## config.mk

```make
export PLATFORM = sky130hd
export DESIGN_NAME = dual_quadrature_counter_with_speed
export DESIGN_NICKNAME = d
export VERILOG_FILES = /design/src/sv/qdc_pkg.sv /design/src/sv/qdc_window.sv /design/src/sv/qdc_channel.sv /design/src/sv/dual_quadrature_counter_with_speed.sv
export SDC_FILE = /design/constraint.sdc
export NUM_CORES = 1
export LEC_CHECK = 0
export ABC_CLOCK_PERIOD_IN_PS = 18420
export BUFFER_PORTS_ARGS = -buffer_cell sky130_fd_sc_hd__buf_2
export CAP_MARGIN = 20
export CORE_AREA = 2 2 278 307
export CTS_CLUSTER_SIZE = 8
export DETAILED_ROUTE_END_ITERATION = 12
export DIE_AREA = 0 0 280 309
export PLACE_DENSITY = 0.49
export SLEW_MARGIN = 15
export SYNTH_ARGS = -nofsm -noshare
export SYNTH_HDL_FRONTEND = slang
export SYNTH_SLANG_ARGS = --single-unit
```

## constraint.sdc

```tcl
create_clock -name clk_i -period 18.42 [get_ports clk_i]
set_input_delay 1.842 -clock clk_i [delete_from_list [all_inputs] [get_ports clk_i]]
set_output_delay 1.842 -clock clk_i [all_outputs]
set_load 0.03 [all_outputs]
```

## src/sv/qdc_pkg.sv

```systemverilog
`timescale 1ns / 1ps
// Shared types and constants for the dual quadrature counter.
// No dependencies.
package qdc_pkg;

  localparam int CntW = 32;
  localparam int WinW = 16;
  localparam int OutW = 32;

  localparam logic [WinW-1:0] WinReset = WinW'(20);

  // action codes
  localparam logic ActPin  = 1'b0;
  localparam logic ActTick = 1'b1;

  typedef logic signed [CntW-1:0] cnt_t;
  typedef logic [WinW-1:0]        win_t;

  // per-beat control fanned out to both channels
  typedef struct packed {
    logic pin_evt;
    logic close;
  } qdc_ctl_t;

endpackage

```

## src/sv/qdc_window.sv

```systemverilog
`timescale 1ns / 1ps
// Tick counter and window length register; flags the tick that closes a window.
// Depends on qdc_pkg.
module qdc_window import qdc_pkg::*; (
  input  logic clk_i,
  input  logic rst_ni,
  input  logic cfg_we_i,
  input  win_t cfg_wdata_i,
  input  logic tick_i,
  output logic close_o
);

  win_t window_q;
  win_t ticks_q, ticks_d, ticks_inc;

  always_comb begin
    ticks_inc = ticks_q + win_t'(1);
    close_o   = tick_i && (ticks_inc >= window_q);
    ticks_d   = ticks_q;
    if (tick_i) begin
      ticks_d = close_o ? '0 : ticks_inc;
    end
  end

  always_ff @(posedge clk_i or negedge rst_ni) begin
    if (!rst_ni) begin
      window_q <= WinReset;
      ticks_q  <= '0;
    end else begin
      if (cfg_we_i) begin
        window_q <= cfg_wdata_i;
      end
      ticks_q <= ticks_d;
    end
  end

endmodule

```

## src/sv/qdc_channel.sv

```systemverilog
`timescale 1ns / 1ps
// One x4 quadrature channel: running count, window snapshot and speed.
// Depends on qdc_pkg.
module qdc_channel import qdc_pkg::*; (
  input  logic       clk_i,
  input  logic       rst_ni,
  input  logic       adv_i,
  input  qdc_ctl_t   ctl_i,
  input  logic [1:0] chg_i,
  input  logic [1:0] lvl_i,
  output cnt_t       count_d_o,
  output cnt_t       rate_d_o
);

  cnt_t count_q, count_d;
  cnt_t snap_q, snap_d;
  cnt_t rate_q, rate_d;
  logic same;
  logic up;
  logic dn;

  always_comb begin
    same = (lvl_i[0] == lvl_i[1]);
    // both phases changed: +1 and -1 cancel
    up = (chg_i == 2'b01 && same) || (chg_i == 2'b10 && !same);
    dn = (chg_i == 2'b01 && !same) || (chg_i == 2'b10 && same);
    count_d = count_q;
    snap_d  = snap_q;
    rate_d  = rate_q;
    if (ctl_i.pin_evt) begin
      if (up) begin
        count_d = count_q + cnt_t'(1);
      end else if (dn) begin
        count_d = count_q - cnt_t'(1);
      end
    end
    if (ctl_i.close) begin
      rate_d = count_q - snap_q;
      snap_d = count_q;
    end
  end

  assign count_d_o = count_d;
  assign rate_d_o  = rate_d;

  always_ff @(posedge clk_i or negedge rst_ni) begin
    if (!rst_ni) begin
      count_q <= '0;
      snap_q  <= '0;
      rate_q  <= '0;
    end else if (adv_i) begin
      count_q <= count_d;
      snap_q  <= snap_d;
      rate_q  <= rate_d;
    end
  end

endmodule

```

## src/sv/dual_quadrature_counter_with_speed.sv

```systemverilog
`timescale 1ns / 1ps
// Dual x4 quadrature counter with windowed speed: top level.
// Each accepted input beat passes through the input register, then the result register.
// Throughput: one beat per cycle; the input register drains whenever the result register
// is empty or being taken, so stall only rises under output back-pressure.
// Reset: counts, snapshots, speeds and tick counter clear; window length resets to 20.
// Depends on qdc_pkg, qdc_window, qdc_channel.
module dual_quadrature_counter_with_speed import qdc_pkg::*; (
  input  logic              clk_i,
  input  logic              rst_ni,
  input  logic              cfg_we_i,
  input  logic [WinW-1:0]   cfg_wdata_i,
  input  logic              in_valid_i,
  output logic              in_stall_o,
  input  logic              action_i,
  input  logic [3:0]        changed_pins_i,
  input  logic [3:0]        pin_state_i,
  output logic              out_valid_o,
  input  logic              out_stall_i,
  output logic signed [OutW-1:0] position_one_o,
  output logic signed [OutW-1:0] position_two_o,
  output logic signed [OutW-1:0] speed_one_o,
  output logic signed [OutW-1:0] speed_two_o,
  output logic              speed_updated_o
);

  logic       in_vld_q;
  logic       act_q;
  logic [3:0] chg_q;
  logic [3:0] lvl_q;
  logic       adv;
  logic       close;
  qdc_ctl_t   ctl;
  cnt_t       cnt1_d, cnt2_d, rate1_d, rate2_d;

  logic                   out_vld_q;
  logic signed [OutW-1:0] pos1_q, pos2_q, spd1_q, spd2_q;
  logic                   upd_q;

  assign adv        = in_vld_q && (!out_vld_q || !out_stall_i);
  assign in_stall_o = in_vld_q && !adv;

  always_ff @(posedge clk_i or negedge rst_ni) begin
    if (!rst_ni) begin
      in_vld_q <= 1'b0;
    end else if (!in_stall_o) begin
      in_vld_q <= in_valid_i;
    end
  end

  // hold the beat while stalled
  always_ff @(posedge clk_i) begin
    if (in_valid_i && !in_stall_o) begin
      act_q <= action_i;
      chg_q <= changed_pins_i;
      lvl_q <= pin_state_i;
    end
  end

  qdc_window u_window (
    .clk_i       (clk_i),
    .rst_ni      (rst_ni),
    .cfg_we_i    (cfg_we_i),
    .cfg_wdata_i (cfg_wdata_i),
    .tick_i      (adv && act_q == ActTick),
    .close_o     (close)
  );

  assign ctl.pin_evt = adv && act_q == ActPin;
  assign ctl.close   = close;

  qdc_channel u_chan_one (
    .clk_i     (clk_i),
    .rst_ni    (rst_ni),
    .adv_i     (adv),
    .ctl_i     (ctl),
    .chg_i     (chg_q[1:0]),
    .lvl_i     (lvl_q[1:0]),
    .count_d_o (cnt1_d),
    .rate_d_o  (rate1_d)
  );

  qdc_channel u_chan_two (
    .clk_i     (clk_i),
    .rst_ni    (rst_ni),
    .adv_i     (adv),
    .ctl_i     (ctl),
    .chg_i     (chg_q[3:2]),
    .lvl_i     (lvl_q[3:2]),
    .count_d_o (cnt2_d),
    .rate_d_o  (rate2_d)
  );

  always_ff @(posedge clk_i or negedge rst_ni) begin
    if (!rst_ni) begin
      out_vld_q <= 1'b0;
    end else if (adv) begin
      out_vld_q <= 1'b1;
    end else if (!out_stall_i) begin
      out_vld_q <= 1'b0;
    end
  end

  // sign-extend or cut the counter width to the port width
  always_ff @(posedge clk_i) begin
    if (adv) begin
      pos1_q <= OutW'(cnt1_d);
      pos2_q <= OutW'(cnt2_d);
      spd1_q <= OutW'(rate1_d);
      spd2_q <= OutW'(rate2_d);
      upd_q  <= close;
    end
  end

  assign out_valid_o     = out_vld_q;
  assign position_one_o  = pos1_q;
  assign position_two_o  = pos2_q;
  assign speed_one_o     = spd1_q;
  assign speed_two_o     = spd2_q;
  assign speed_updated_o = upd_q;

endmodule
```

==> results.py <==
metrics = {
    "status": {
        "status": "completed",
    },
    "synth": {
        "async_reset_ff_frac": 0.6209,
        "ys_seq_area_frac": 0.5154,
        "syn_inst": 1837,
        "yosysWarnings": 0,
        "yosysTopAreaCell": "dfrtp_1",
        "synthFlopType": "dfrtp_1",
        "syn_area_per_cell_um2": 10.35,
        "ys_types": 72,
        "ys_ff_latch": 364,
        "synthTopCellsByArea": "dfrtp_1 29%, edfxtp_1 22%, o21ai_0 5.7%, ha_1 5.5%, xnor2_1 5.2%",
        "synth_nets": 1952,
        "synth_edf_count": 138,
        "syn-cell-area_um2": 19020,
        "yosysTopAreaCellShare": 0.2947,
    },
    "timing": {
        "setup_viol": 0,
        "finalMaxSlewViolations": 0,
        "finalSetupTns_ns": 0,
        "worst_pin_slew_ns": 1.046,
        "fin_crit_sh": 0.2940,
        "period_needed_ns": 5.415,
        "rsz0062_at_grt": "false",
        "relSlewSlack": 0.3029,
        "finClkSkew_ns": 0.05054,
        "hold_viol_final": 0,
        "fmax_ghz": 0.1847,
    },
    "setup_path": {
        "crit_path_end_kind": "flip-flop",
        "cp.arrival_ns": 5.69,
        "cpMaxStageDelayCell": "nand3_4",
        "critical_path.top_delay_family": "simple AND/OR/NAND/NOR gates",
        "crit_buf_inv": 1,
        "worstPathMaxFanout": 85,
        "worst-endpoint-required_ns": 18.70,
        "max_stage_delay_ns": 0.79,
        "path_class": "reg -> reg",
        "crit_chain": "ha_1 -> nand3_1 -> nor2_1 -> nand3_1 -> nor2_1 -> xor2_1 -> ha_1 -> nand4_1 -> or4_1 -> a31oi_2 -> nand3_4 -> buf_4 -> nand2_1 -> o21ai_0",
        "startpoint_type": "flip-flop",
    },
    "clock_network": {
        "cts_sinks": 364,
        "cts_tree": "yes",
        "hold_buffers": 0,
        "numCtsBuffers": 54,
        "cts.repair.resized": 0,
        "cts_buffer_depth": 3,
        "clock_latency_ns": 0.62,
        "cts.clk_slew.worst_paths_ns": 0.05,
        "postCtsSetupBuffers": 0,
        "cts_root_buffer": "clkbuf_16",
        "htreeDepth": 2,
    },
    "die": {
        "die_h_um": 309,
        "core_um2": 83190,
        "start_util": 0.2286,
        "ioPinCount": 161,
        "die_w_um": 280,
        "rows": 111,
        "design.die.area_um2": 86520,
    },
    "routing": {
        "vias": 13820,
        "drtIter0Drc": 869,
        "dr.pass1.iters": 5,
        "routed_wl_um": 48980,
        "vias_per_cell": 4.488,
        "ant_nets": 0,
        "route.detailed.wl_per_inst_um": 15.91,
        "drc": 0,
    },
    "global_routing": {
        "grt_max_degree": 148,
        "antenna_found_initial": 3,
        "grt_pass1_vias": 13593,
        "overflow": 0,
        "grt_pass1_wl_um": 76830,
        "grt.total_usage": 0.1122,
    },
    "power_and_ir_drop": {
        "p_per_area_nw_per_um2": 139.2,
        "max-vdd-ir-drop_mv": 0.06543,
        "p_total_mw": 3.139,
        "p_leak_nw": 9.744,
    },
    "placement": {
        "io_buffers": 160,
        "hpwl_um": 34800,
        "place.gp.congestion": 0.8407,
    },
    "cells_and_area": {
        "fillers": 8706,
        "seq_area_um2": 9802,
        "drive_above_1_share": 0.1581,
        "area_delta_synth_final_pct": 18.53,
        "fin_nets": 2079,
        "multi_input_area_um2": 8481,
    },
    "flow_run": {
        "cap_violations": 0,
    },
    "min_path": {
        "hp-class": "reg -> reg",
    },
}
[tightest hold or removal path: cells and delay by family (launching register included)]
kind	cells	cell delay (ns)
simple gates	1	0.05
flops	1	0.31
compound gates	1	0.06
[layer usage]
layer	wire length [um]	track usage	vias to the layer above
li1	-	-	6735
met1	22160	0.1438	6681
met2	23290	0.1896	322
met3	2223	0.02137	82
met4	1306	0.03669	0
met5	0	0	-
[power by group]
group | internal, mW | switching (mW) | leakage [nW]
clock | 0.573 | 0.377 | 0.787
combinational | 0.435 | 0.663 | 4.54
sequential | 0.949 | 0.141 | 4.42
[cell type report]
| class | count | share of cell area |
|---|---|---|
| clock buffers | 90 | 0.06727 |
| multi-input cells | 1278 | 0.3762 |
| repair buffers | 171 | 0.04018 |
| diodes | 1 | 0.0001110 |
| inverters | 95 | 0.01582 |
| well taps | 1073 | 0.05955 |
| flip-flops and latches | 364 | 0.4348 |
| clock inverters | 7 | 0.006050 |
[synth_stat cells, types with 4 or more instances]
library cell and number:
nor2_1 84, o21ai_0 215, o211ai_1 12, o21bai_1 8, a21oi_1 83, a21o_1 32, dfrtp_1 224, a31oi_1 17
ha_1 83, mux2i_1 4, inv_1 94, nand2_1 198, nor2b_1 12, or3_1 14, o41ai_1 5, or2_2 4
nand2b_1 17, nor3_1 28, a211oi_1 7, o31ai_1 10, nand3_1 50, buf_1 12, clkbuf_1 77, and3_1 14
edfxtp_1 138, or4_1 11, xor2_1 91, and4_1 4, o22ai_1 6, nor4_1 10, and2_1 6, xnor2_1 113
o21a_1 6, buf_2 9, nand4_1 26, mux2_2 59
[placed cells by master, fill, tap and decap left out, types with 84 or more instances in the layout]
cell type    n
xnor2_1    113
buf_2      159
o21ai_0    215
inv_1       94
nand2_1    198
nor2_1      84
xor2_1      91
edfxtp_1   138
dfrtp_1    224
[state kept, by name, summed over array words and instances (netlist names), 4 cells and up]
name	flops
position_one_o	32
position_two_o	32
speed_one_o	32
speed_two_o	32
u_chan_one.count_q	32
u_chan_one.rate_q	32
u_chan_one.snap_q	32
u_chan_two.count_q	32
u_chan_two.rate_q	32
u_chan_two.snap_q	32
u_window.ticks_q	16
u_window.window_q	16
chg_q	4
lvl_q	4
[final timing paths]
kind | start | slack (ns) | to | depth (start not counted)
worst max-delay path | u_window.ticks_q[0] | 13.01 | speed_one_o[17] | 14
worst min-delay path | u_chan_one.rate_q[12] | 0.46 | u_chan_one.rate_q[12] | 2
worst max register to register | u_window.ticks_q[0] | 13.01 | speed_one_o[17] | 14
worst min register to register | u_chan_one.rate_q[12] | 0.46 | u_chan_one.rate_q[12] | 2
max in group asynchronous | rst_ni | 15.89 | u_chan_one.count_q[8] | 2
min in group asynchronous | rst_ni | 1.18 | u_chan_two.rate_q[5] | 1
[logic make-up (layout without fill, tap and decap cells)]
| group | count (synthesis) | after routing | synth area share |
|---|---|---|---|
| flops | 364 | 364 | 0.5154 |
| buf+inv | 195 | 363 | 0.03954 |
| fa+ha+maj | 85 | 85 | 0.05671 |
| compound gates | 434 | 434 | 0.1343 |
| xor+xnor | 204 | 204 | 0.09394 |
| mux | 63 | 63 | 0.03704 |
| other cells | 0 | 1 | 0 |
| simple gates | 492 | 492 | 0.1231 |
[stage by stage]
step                      cell area [um2]  std cells    util  setup slack (ns)  hold WS [ns]
after floorplan                     19020       1837       -             10.72        0.4325
after global placement              20890       2981  0.2511             12.62        0.4449
after detailed placement            20890       2981  0.2511             12.54        0.4588
after CTS                           22540       3078  0.2709             12.94        0.4697
after global routing                22540       3078  0.2709             12.44        0.4866
final                               22540       3079  0.2710             13.01        0.4625
No activity file was read; power rests on OpenSTA's default activity.
